### config.mk
export PLATFORM = sky130hd
export DESIGN_NAME = scale_pitch_resolver_unit
export DESIGN_NICKNAME = d
export VERILOG_FILES = /design/src/design/spr_pkg.sv /design/src/design/spr_cfg.sv /design/src/design/spr_div.sv /design/src/design/scale_pitch_resolver_unit.sv
export SDC_FILE = /design/constraint.sdc
export NUM_CORES = 2
export LEC_CHECK = 0
export BUFFER_PORTS_ARGS = -buffer_cell sky130_fd_sc_hd__buf_2
export CAP_MARGIN = 20
export CORE_ASPECT_RATIO = 0.5
export CORE_MARGIN = 5
export CORE_UTILIZATION = 35
export DETAILED_ROUTE_END_ITERATION = 7
export SYNTH_ARGS = -nofsm -noshare
export SYNTH_HDL_FRONTEND = slang
export SYNTH_SLANG_ARGS = --single-unit
### constraint.sdc
create_clock -name clk -period 13.7 [get_ports clk]
set_input_delay 2.74 -clock clk [delete_from_list [all_inputs] [get_ports clk]]
set_output_delay 2.74 -clock clk [all_outputs]
set_load 0.01 [all_outputs]
### src/design/spr_pkg.sv
`timescale 1ns / 1ps
// ----------------------------------------------------------------------------
// spr_pkg
// Shared types and constants of the scale pitch resolver: register codes,
// field widths, reset values, divider request and response, sequencer states.
// ----------------------------------------------------------------------------
package spr_pkg;

    localparam int IW        = 32;
    localparam int NUM_W     = 24;
    localparam int DEN_W     = 16;
    localparam int CNT_W     = 5;
    localparam int NOTE_W    = 7;
    localparam int OUT_W     = 24;
    localparam int STEP_W    = 16;
    localparam int STEP_NUM  = 12;
    localparam int STEPS_W   = STEP_W * STEP_NUM;
    localparam int NOTE_MAX  = 127;
    localparam int SEMIS_OCT = 12;

    localparam logic [CNT_W-1:0] ITER_OCT   = CNT_W'(NUM_W);
    localparam logic [CNT_W-1:0] ITER_SMALL = CNT_W'(NOTE_W);

    localparam logic signed [IW-1:0] ABS_MAX = IW'(8388607);
    localparam logic signed [IW-1:0] ABS_MIN = IW'(-8388608);

    localparam logic [2:0] REG_STEP_COUNT  = 3'd0;
    localparam logic [2:0] REG_ROOT_CLASS  = 3'd1;
    localparam logic [2:0] REG_OCTAVE_SIZE = 3'd2;
    localparam logic [2:0] REG_STEPS_LOW   = 3'd3;
    localparam logic [2:0] REG_STEPS_MID   = 3'd4;
    localparam logic [2:0] REG_STEPS_HIGH  = 3'd5;

    localparam logic [3:0]  STEP_COUNT_RST  = 4'd7;
    localparam logic [3:0]  ROOT_CLASS_RST  = 4'd0;
    localparam logic [15:0] OCTAVE_SIZE_RST = 16'd19200;
    localparam logic [63:0] STEPS_LOW_RST   = 64'd2251827301685657600;
    localparam logic [63:0] STEPS_MID_RST   = 64'd75592368139200;
    localparam logic [63:0] STEPS_HIGH_RST  = 64'd0;

    localparam logic CMD_QUANTIZE = 1'b0;
    localparam logic CMD_DEGREE   = 1'b1;

    typedef struct packed {
        logic [3:0]         step_count;
        logic [3:0]         root_class;
        logic [15:0]        octave_size;
        logic [STEPS_W-1:0] steps;
    } cfg_t;

    typedef struct packed {
        logic             start;
        logic [NUM_W-1:0] num;
        logic [DEN_W-1:0] den;
        logic [CNT_W-1:0] iters;
    } div_req_t;

    typedef struct packed {
        logic             done;
        logic [NUM_W-1:0] quo;
        logic [NUM_W-1:0] rem;
    } div_rsp_t;

    typedef enum logic [3:0] {
        ST_IDLE,
        ST_PREP,
        ST_DIVB,
        ST_SEARCH,
        ST_DIVD,
        ST_DEGM,
        ST_ROUND,
        ST_NOTEW,
        ST_EMIT
    } state_t;

    function automatic logic [STEP_W-1:0] step_at(input logic [STEPS_W-1:0] steps,
                                                  input logic [3:0] idx);
        logic [STEP_W-1:0] val;
        val = '0;
        if (idx < 4'(STEP_NUM))
        begin
            val = steps[{idx, 4'b0000} +: STEP_W];
        end
        return val;
    endfunction

endpackage

### src/design/spr_cfg.sv
`timescale 1ns / 1ps
// ----------------------------------------------------------------------------
// spr_cfg
// Scale configuration registers written through a plain write port.
// ----------------------------------------------------------------------------
module spr_cfg
    import spr_pkg::*;
(
    input  logic        clk,
    input  logic        rst_n,
    input  logic        cfg_we,
    input  logic [2:0]  cfg_addr,
    input  logic [63:0] cfg_data,
    output cfg_t        cfg
);

    logic [3:0]  step_count_reg;
    logic [3:0]  root_class_reg;
    logic [15:0] octave_size_reg;
    logic [63:0] steps_low_reg;
    logic [63:0] steps_mid_reg;
    logic [63:0] steps_high_reg;

    always_ff @(posedge clk or negedge rst_n)
    begin
        if (!rst_n)
        begin
            step_count_reg  <= STEP_COUNT_RST;
            root_class_reg  <= ROOT_CLASS_RST;
            octave_size_reg <= OCTAVE_SIZE_RST;
            steps_low_reg   <= STEPS_LOW_RST;
            steps_mid_reg   <= STEPS_MID_RST;
            steps_high_reg  <= STEPS_HIGH_RST;
        end
        else if (cfg_we)
        begin
            case (cfg_addr)
                REG_STEP_COUNT:  step_count_reg  <= cfg_data[3:0];
                REG_ROOT_CLASS:  root_class_reg  <= cfg_data[3:0];
                REG_OCTAVE_SIZE: octave_size_reg <= cfg_data[15:0];
                REG_STEPS_LOW:   steps_low_reg   <= cfg_data;
                REG_STEPS_MID:   steps_mid_reg   <= cfg_data;
                REG_STEPS_HIGH:  steps_high_reg  <= cfg_data;
                default:         ;
            endcase
        end
    end

    assign cfg.step_count  = step_count_reg;
    assign cfg.root_class  = root_class_reg;
    assign cfg.octave_size = octave_size_reg;
    assign cfg.steps       = {steps_high_reg, steps_mid_reg, steps_low_reg};

endmodule

### src/design/spr_div.sv
`timescale 1ns / 1ps
// ----------------------------------------------------------------------------
// spr_div
// Shared restoring divider, one quotient bit per cycle, quotient bits taken
// from one below a caller-chosen count down to zero.
// ----------------------------------------------------------------------------
module spr_div
    import spr_pkg::*;
(
    input  logic     clk,
    input  logic     rst_n,
    input  div_req_t req,
    output div_rsp_t rsp
);

    localparam int DW = NUM_W + DEN_W;

    logic             busy_reg, busy_next;
    logic             done_reg, done_next;
    logic [CNT_W-1:0] k_reg, k_next;
    logic [NUM_W-1:0] rem_reg, rem_next;
    logic [NUM_W-1:0] quo_reg, quo_next;
    logic [DEN_W-1:0] den_reg, den_next;
    logic [DW-1:0]    trial;

    assign trial = {{DEN_W{1'b0}}, rem_reg} - ({{NUM_W{1'b0}}, den_reg} << k_reg);

    always_comb
    begin
        busy_next = busy_reg;
        done_next = 1'b0;
        k_next    = k_reg;
        rem_next  = rem_reg;
        quo_next  = quo_reg;
        den_next  = den_reg;
        if (req.start)
        begin
            busy_next = 1'b1;
            k_next    = req.iters - CNT_W'(1);
            rem_next  = req.num;
            quo_next  = '0;
            den_next  = req.den;
        end
        else if (busy_reg)
        begin
            if (!trial[DW-1])
            begin
                rem_next       = trial[NUM_W-1:0];
                quo_next[k_reg] = 1'b1;
            end
            if (k_reg == '0)
            begin
                busy_next = 1'b0;
                done_next = 1'b1;
            end
            else
            begin
                k_next = k_reg - CNT_W'(1);
            end
        end
    end

    always_ff @(posedge clk or negedge rst_n)
    begin
        if (!rst_n)
        begin
            busy_reg <= 1'b0;
            done_reg <= 1'b0;
            k_reg    <= '0;
        end
        else
        begin
            busy_reg <= busy_next;
            done_reg <= done_next;
            k_reg    <= k_next;
        end
    end

    always_ff @(posedge clk)
    begin
        rem_reg <= rem_next;
        quo_reg <= quo_next;
        den_reg <= den_next;
    end

    assign rsp.done = done_reg;
    assign rsp.quo  = quo_reg;
    assign rsp.rem  = rem_reg;

endmodule

### src/design/scale_pitch_resolver_unit.sv
`timescale 1ns / 1ps
// ----------------------------------------------------------------------------
// scale_pitch_resolver_unit
// Maps a MIDI pitch onto the nearest tone of a configured scale, or a scale
// degree onto its pitch, and rounds the result to a MIDI note.
// Input stream: s_axis_tuser is the command (0 quantize, 1 degree), tdata
// carries pitch, degree and base octave. One transfer in gives one transfer
// out on m_axis: note, offset and absolute pitch in cents, FRAC_BITS fraction bits.
// The scale is set through cfg_we / cfg_addr / cfg_data, and the user must
// write it only while no item is in flight: the block does not enforce this.
// Writes to unused indexes are dropped. One item at a time: s_axis_tready is
// high only while the sequencer idles. Quantize runs set-up, the octave
// division, a search of three octaves of candidates, rounding and the result
// load; degree runs set-up, the degree division, the octave and step sum,
// rounding and the load. An empty scale, or a zero octave for quantize, goes
// from set-up to rounding; a note clamped at either end skips the rounding
// division. The next transfer in is taken in the cycle after the result loads.
// A result sits in the output register until taken; the next item is accepted
// meanwhile and is held at its end while the receiver stalls.
// Reset clears the handshake state and loads a major scale on C with a
// 1200 cent octave.
// ----------------------------------------------------------------------------
module scale_pitch_resolver_unit
    import spr_pkg::*;
#(
    parameter int MAX_STEPS = 12,
    parameter int FRAC_BITS = 4
)
(
    input  logic        clk,
    input  logic        rst_n,
    input  logic        s_axis_tvalid,
    output logic        s_axis_tready,
    input  logic [23:0] s_axis_tdata,   // pitch[6:0], degree[13:7], base_octave[17:14]
    input  logic        s_axis_tuser,   // cmd
    output logic        m_axis_tvalid,
    input  logic        m_axis_tready,
    output logic [55:0] m_axis_tdata,   // note[6:0], offset[30:7], abs_cents[54:31]
    input  logic        cfg_we,
    input  logic [2:0]  cfg_addr,
    input  logic [63:0] cfg_data
);

    localparam logic [IW-1:0] SEMI     = IW'(100 << FRAC_BITS);
    localparam logic [IW-1:0] HALF     = IW'(50 << FRAC_BITS);
    localparam logic [IW-1:0] NOTE_LIM = IW'((NOTE_MAX + 1) * (100 << FRAC_BITS));

    cfg_t     cfg;
    div_req_t div_req;
    div_rsp_t div_rsp;

    state_t state_reg, state_next;

    logic                    cmd_reg, cmd_next;
    logic [6:0]              pitch_reg, pitch_next;
    logic [6:0]              degree_reg, degree_next;
    logic [3:0]              boct_reg, boct_next;
    logic signed [IW-1:0]    pc_reg, pc_next;
    logic                    neg_reg, neg_next;
    logic signed [IW-1:0]    acc_reg, acc_next;
    logic signed [IW-1:0]    best_reg, best_next;
    logic [IW-1:0]           bestd_reg, bestd_next;
    logic                    have_reg, have_next;
    logic [3:0]              idx_reg, idx_next;
    logic [1:0]              ocnt_reg, ocnt_next;
    logic [6:0]              oc_reg, oc_next;
    logic signed [IW-1:0]    abs_reg, abs_next;
    logic [NOTE_W-1:0]       note_reg, note_next;
    logic                    out_valid_reg, out_valid_next;
    logic [NOTE_W-1:0]       out_note_reg, out_note_next;
    logic [OUT_W-1:0]        out_off_reg, out_off_next;
    logic [OUT_W-1:0]        out_abs_reg, out_abs_next;

    logic [3:0]              n_used;
    logic [3:0]              rc_mod;
    logic [7:0]              root_note;
    logic signed [IW-1:0]    pc_val;
    logic signed [IW-1:0]    rootq_val;
    logic signed [IW-1:0]    qnum;
    logic signed [IW-1:0]    qmag;
    logic [DEN_W-1:0]        rfloor;
    logic [STEP_W-1:0]       step_val;
    logic signed [IW-1:0]    cand;
    logic signed [IW-1:0]    diff;
    logic [IW-1:0]           cand_dist;
    logic [22:0]             oc_prod;
    logic signed [IW-1:0]    absc;
    logic signed [IW-1:0]    xr;
    logic signed [IW-1:0]    off_val;

    spr_cfg u_cfg
    (
        .clk      (clk),
        .rst_n    (rst_n),
        .cfg_we   (cfg_we),
        .cfg_addr (cfg_addr),
        .cfg_data (cfg_data),
        .cfg      (cfg)
    );

    spr_div u_div
    (
        .clk   (clk),
        .rst_n (rst_n),
        .req   (div_req),
        .rsp   (div_rsp)
    );

    assign n_used    = (5'(cfg.step_count) > 5'(MAX_STEPS)) ? 4'(MAX_STEPS) : cfg.step_count;
    assign rc_mod    = (cfg.root_class >= 4'(SEMIS_OCT)) ? cfg.root_class - 4'(SEMIS_OCT)
                                                         : cfg.root_class;
    assign root_note = ({4'b0000, boct_reg} + 8'd1) * 8'(SEMIS_OCT) + {4'b0000, cfg.root_class};
    assign pc_val    = $signed(IW'(pitch_reg) * SEMI);
    assign rootq_val = $signed(IW'(rc_mod) * SEMI);
    assign qnum      = pc_val - rootq_val;
    assign qmag      = qnum[IW-1] ? -qnum : qnum;
    assign rfloor    = (neg_reg && (div_rsp.rem != '0))
                       ? cfg.octave_size - div_rsp.rem[DEN_W-1:0]
                       : div_rsp.rem[DEN_W-1:0];
    assign step_val  = step_at(cfg.steps, idx_reg);
    assign cand      = acc_reg + $signed(IW'(step_val));
    assign diff      = cand - pc_reg;
    assign cand_dist = diff[IW-1] ? IW'(-diff) : IW'(diff);
    assign oc_prod   = 23'(oc_reg) * 23'(cfg.octave_size);
    assign absc      = (abs_reg > ABS_MAX) ? ABS_MAX : ((abs_reg < ABS_MIN) ? ABS_MIN : abs_reg);
    assign xr        = absc + $signed(HALF);
    assign off_val   = abs_reg - $signed(IW'(note_reg) * SEMI);

    always_comb
    begin
        state_next     = state_reg;
        cmd_next       = cmd_reg;
        pitch_next     = pitch_reg;
        degree_next    = degree_reg;
        boct_next      = boct_reg;
        pc_next        = pc_reg;
        neg_next       = neg_reg;
        acc_next       = acc_reg;
        best_next      = best_reg;
        bestd_next     = bestd_reg;
        have_next      = have_reg;
        idx_next       = idx_reg;
        ocnt_next      = ocnt_reg;
        oc_next        = oc_reg;
        abs_next       = abs_reg;
        note_next      = note_reg;
        out_valid_next = out_valid_reg & ~m_axis_tready;
        out_note_next  = out_note_reg;
        out_off_next   = out_off_reg;
        out_abs_next   = out_abs_reg;
        div_req        = '0;

        case (state_reg)
            ST_IDLE:
            begin
                if (s_axis_tvalid)
                begin
                    cmd_next    = s_axis_tuser;
                    pitch_next  = s_axis_tdata[6:0];
                    degree_next = s_axis_tdata[13:7];
                    boct_next   = s_axis_tdata[17:14];
                    state_next  = ST_PREP;
                end
            end
            ST_PREP:
            begin
                if (cmd_reg == CMD_QUANTIZE)
                begin
                    pc_next = pc_val;
                    if ((n_used == '0) || (cfg.octave_size == '0))
                    begin
                        abs_next   = pc_val;
                        state_next = ST_ROUND;
                    end
                    else
                    begin
                        div_req.start = 1'b1;
                        div_req.num   = NUM_W'(qmag);
                        div_req.den   = cfg.octave_size;
                        div_req.iters = ITER_OCT;
                        neg_next      = qnum[IW-1];
                        state_next    = ST_DIVB;
                    end
                end
                else
                begin
                    abs_next = $signed(IW'(root_note) * SEMI);
                    if (n_used == '0)
                    begin
                        state_next = ST_ROUND;
                    end
                    else
                    begin
                        div_req.start = 1'b1;
                        div_req.num   = (degree_reg == '0) ? '0 : NUM_W'(degree_reg - 7'd1);
                        div_req.den   = DEN_W'(n_used);
                        div_req.iters = ITER_SMALL;
                        state_next    = ST_DIVD;
                    end
                end
            end
            ST_DIVB:
            begin
                if (div_rsp.done)
                begin
                    acc_next   = pc_reg - $signed(IW'(rfloor)) - $signed(IW'(cfg.octave_size));
                    idx_next   = '0;
                    ocnt_next  = '0;
                    have_next  = 1'b0;
                    state_next = ST_SEARCH;
                end
            end
            ST_SEARCH:
            begin
                if (!have_reg || (cand_dist < bestd_reg))
                begin
                    best_next  = cand;
                    bestd_next = cand_dist;
                    have_next  = 1'b1;
                end
                if (idx_reg == n_used - 4'd1)
                begin
                    idx_next  = '0;
                    acc_next  = acc_reg + $signed(IW'(cfg.octave_size));
                    ocnt_next = ocnt_reg + 2'd1;
                    if (ocnt_reg == 2'd2)
                    begin
                        abs_next   = best_next;
                        state_next = ST_ROUND;
                    end
                end
                else
                begin
                    idx_next = idx_reg + 4'd1;
                end
            end
            ST_DIVD:
            begin
                if (div_rsp.done)
                begin
                    idx_next   = div_rsp.rem[3:0];
                    oc_next    = div_rsp.quo[6:0];
                    state_next = ST_DEGM;
                end
            end
            ST_DEGM:
            begin
                abs_next   = abs_reg + $signed(IW'(oc_prod)) + $signed(IW'(step_val));
                state_next = ST_ROUND;
            end
            ST_ROUND:
            begin
                abs_next = absc;
                if (xr[IW-1])
                begin
                    note_next  = '0;
                    state_next = ST_EMIT;
                end
                else if (xr >= $signed(NOTE_LIM))
                begin
                    note_next  = NOTE_W'(NOTE_MAX);
                    state_next = ST_EMIT;
                end
                else
                begin
                    div_req.start = 1'b1;
                    div_req.num   = NUM_W'(xr);
                    div_req.den   = DEN_W'(SEMI);
                    div_req.iters = ITER_SMALL;
                    state_next    = ST_NOTEW;
                end
            end
            ST_NOTEW:
            begin
                if (div_rsp.done)
                begin
                    note_next  = div_rsp.quo[NOTE_W-1:0];
                    state_next = ST_EMIT;
                end
            end
            ST_EMIT:
            begin
                if (!out_valid_reg || m_axis_tready)
                begin
                    out_valid_next = 1'b1;
                    out_note_next  = note_reg;
                    out_off_next   = off_val[OUT_W-1:0];
                    out_abs_next   = abs_reg[OUT_W-1:0];
                    state_next     = ST_IDLE;
                end
            end
            default:
            begin
                state_next = ST_IDLE;
            end
        endcase
    end

    always_ff @(posedge clk or negedge rst_n)
    begin
        if (!rst_n)
        begin
            state_reg     <= ST_IDLE;
            out_valid_reg <= 1'b0;
            have_reg      <= 1'b0;
            idx_reg       <= '0;
            ocnt_reg      <= '0;
        end
        else
        begin
            state_reg     <= state_next;
            out_valid_reg <= out_valid_next;
            have_reg      <= have_next;
            idx_reg       <= idx_next;
            ocnt_reg      <= ocnt_next;
        end
    end

    always_ff @(posedge clk)
    begin
        cmd_reg      <= cmd_next;
        pitch_reg    <= pitch_next;
        degree_reg   <= degree_next;
        boct_reg     <= boct_next;
        pc_reg       <= pc_next;
        neg_reg      <= neg_next;
        acc_reg      <= acc_next;
        best_reg     <= best_next;
        bestd_reg    <= bestd_next;
        oc_reg       <= oc_next;
        abs_reg      <= abs_next;
        note_reg     <= note_next;
        out_note_reg <= out_note_next;
        out_off_reg  <= out_off_next;
        out_abs_reg  <= out_abs_next;
    end

    assign s_axis_tready = (state_reg == ST_IDLE);
    assign m_axis_tvalid = out_valid_reg;
    assign m_axis_tdata  = {1'b0, out_abs_reg, out_off_reg, out_note_reg};

endmodule
==> qor.yml <==
outcome:
  status: "completed"
min_path:
  hp-class: "register to register"
  min_from: "ocnt_reg[0]"
  whs_path_depth: 1
  min_to: "ocnt_reg[0]"
critical_path:
  cp.arrival_ps: 11930
  slowest_stage: "dfrtp_2"
  critical_path.max_fanout: 36
  r2r-end: "abs_reg[28]"
  start_kind: "register"
  rrSetupSlack_ps: 2170
  reg2regPathDepth: 42
  crit_type: "register to register"
  cp_slowest_stage_delay_ps: 790
  r2r-start: "idx_reg[1]"
  cp-end-kind: "register"
  cp.required_ps: 14100
  critical_path.startpoint: "idx_reg[1]"
detailed_routing:
  routed_wl_um: 119500
  first_pass_iters: 6
  post_drt_wl_per_cell_um: 21.24
  route.detailed.drc: 0
  via_per_inst: 5.462
  drt.antenna.violating_nets: 0
  vias: 30720
  drt_iter0_markers: 2786
yosys:
  synth_seq_cells: 505
  synth_top_area_frac: 0.2002
  ys_warn_count: 0
  async_flop_share: 0.4653
  syn_area_sq_um: 39440
  yosysSeqAreaShare: 0.3539
  synthCells: 3986
  synthTopCellsByArea: "edfxtp_1, dfrtp_1, ha_1"
  ys_types: 100
  synth_edf_count: 263
  syn_avg_cell_area_sq_um: 9.895
  synthFlopType: "edfxtp_1"
  yosysTopAreaCell: "edfxtp_1"
  synth_nets: 4520
run:
  drv_cap: 0
final_layout:
  area_growth_pct: 10.54
  layout.cells.non_filler: 5625
  final_area_sq_um: 43600
  diodes: 0
  drive_above_1_share: 0.1578
  n_fill_cell: 10900
  final_nets: 4605
cts:
  numCtsBuffers: 52
  max-clock-path-buffers: 3
  cts_root_buf: "clkbuf_16"
  clk_pin_slew_ps: 70
  clkSinkCount: 505
  cts_tree: "done"
  clock_latency_ps: 680
  htreeDepth: 2
  post_cts_buffers: 0
  hold_buffers: 0
  cts_resized: 0
die:
  fp.dieH_um: 247.4
  die_area_sq_um: 119900
  core-area_sq_um: 112200
  initial_core_util: 0.3514
  die_w_um: 484.7
  pin_count: 155
  rows: 87
timing:
  timing.fmax_mhz: 86.75
  fin_ws_ps: 2173
  worstMarginPinSlew_ps: 1087
  rsz0062_at_grt: "no"
  final.period_utilization: 0.8414
  fin_setup_tns_ps: 0
  min_period_ps: 11530
  worst_slew_margin_rel: 0.2701
  finalHoldViolations: 0
  slew_viol_final: 0
  finalSetupViolCount: 0
  finClkSkew_ps: 74.52
  hold_slack_ps: 482.9
place:
  dp_hpwl_um: 91780
  place_area_sq_um: 41860
  pre_cts_slack_ps: 2354
  io_buffers: 147
  place_congestion: 0.9559
  dp.cells: 5530
pwr:
  pwr_density_cell_nw_per_um2: 113.4
  p_leak_nw: 18.71
  peakVddDrop_mv: 0.09909
global_routing:
  grtUsageTotal: 0.1946
  grt_antenna_before_repair: 7
  grt_max_degree: 109
  grt_pass1_vias: 30180
  grt_pass1_wl_um: 181900
  grt-ovfl-total: 0
worst max-delay path: cells and delay by family (launching register included):
| family | cells | cell delay [ps] |
|---|---|---|
| adders and majority gates | 3 | 1110 |
| muxes | 2 | 830 |
| AOI/OAI and AO/OA | 23 | 5270 |
| and+or+nand+nor | 9 | 1690 |
| xor gates and xnor gates | 2 | 680 |
| DFF | 1 | 790 |
| buffers and inverters | 3 | 800 |
placed cells by master, fill, tap and decap left out, types with 19 or more instances in the layout:
cell type    n
xnor2_1    175
o21ai_0    200
xor2_1      94
a21oi_1    288
nor3_1      57
nand3_1     66
buf_4       52
nor2_1     247
a221o_1     19
o21a_1      28
or3_1       22
dfstp_2     33
mux2i_1     75
nor2b_1     44
edfxtp_1   263
or2_2       19
mux2_2     243
dfrtp_1    200
ha_1       337
nand4_1     27
inv_1      363
buf_2      146
and3_1      36
clkbuf_16   52
a211oi_1    27
o22ai_1     19
mux4_2      34
nand2_1    286
o21bai_1    29
nor4_1      26
a31oi_1     39
nand2b_1    49
and2_1      46
a21o_1      84
fa_1       100
per-stage QoR:
step                      utilization  total power, mW
after global routing           0.3885            5.211
after CTS                      0.3885            4.954
final                          0.3885            4.946
after floorplan                     -            2.967
after detailed placement       0.3730            3.469
after global placement         0.3729            3.420
worst max-delay path by stage:
| stage | cells after the start | end |
|---|---|---|
| CTS | 42 | abs_reg[28] |
| finish | 42 | abs_reg[28] |
| global placement | 43 | abs_reg[0] |
| detailed placement | 42 | abs_reg[28] |
| global route | 42 | abs_reg[28] |
| floorplan | 39 | bestd_reg[0] |
cell type report:
class / instances / area [sq um] / area share
Multi-Input combinational cell: 2946 / 23480 / 0.5385
Clock inverter: 25 / 320.3 / 0.007347
Sequential cell: 505 / 13960 / 0.3203
Inverter: 366 / 1375 / 0.03154
Clock buffer: 70 / 1419 / 0.03255
Tap cell: 1513 / 1893 / 0.04342
Timing Repair Buffer: 200 / 1147 / 0.02632
logic make-up (layout without fill, tap and decap cells):
logic type / Yosys count / after routing / share of synthesized area
AO/OA/AOI/OAI: 901 / 901 / 0.1449
other: 1 / 1 / 0.00009508
AND/OR/NAND/NOR: 978 / 978 / 0.1200
flip-flops: 505 / 505 / 0.3539
adder cells (fa/ha/maj): 438 / 438 / 0.1580
multiplexers: 353 / 353 / 0.1084
XOR/XNOR: 275 / 275 / 0.06253
buffers and inverters: 535 / 661 / 0.05212
synthesized netlist by cell type (49+ instances only):
cell type / n
xnor2_1: 175
nor3_1: 58
fa_1: 100
a21oi_1: 289
inv_1: 364
ha_1: 337
nand3_1: 66
mux2i_1: 75
xor2_1: 94
mux2_2: 243
edfxtp_1: 263
clkbuf_1: 141
dfrtp_1: 202
o21ai_0: 201
nor2_1: 248
nand2b_1: 49
a21o_1: 84
nand2_1: 286
report_power, final:
group          internal, mW  switching (mW)
clock network         0.813           0.659
registers              1.78           0.103
logic                 0.660           0.930
total                  3.25            1.69
metal layers:
layer	share of wire	GRT usage	wire length [um]
met5	0.00037	0	44
met1	0.44	0.2645	53010
met3	0.075	0.03973	8954
met4	0.032	0.05939	3818
met2	0.45	0.3141	53640
Power figures use the tool's default switching activity.
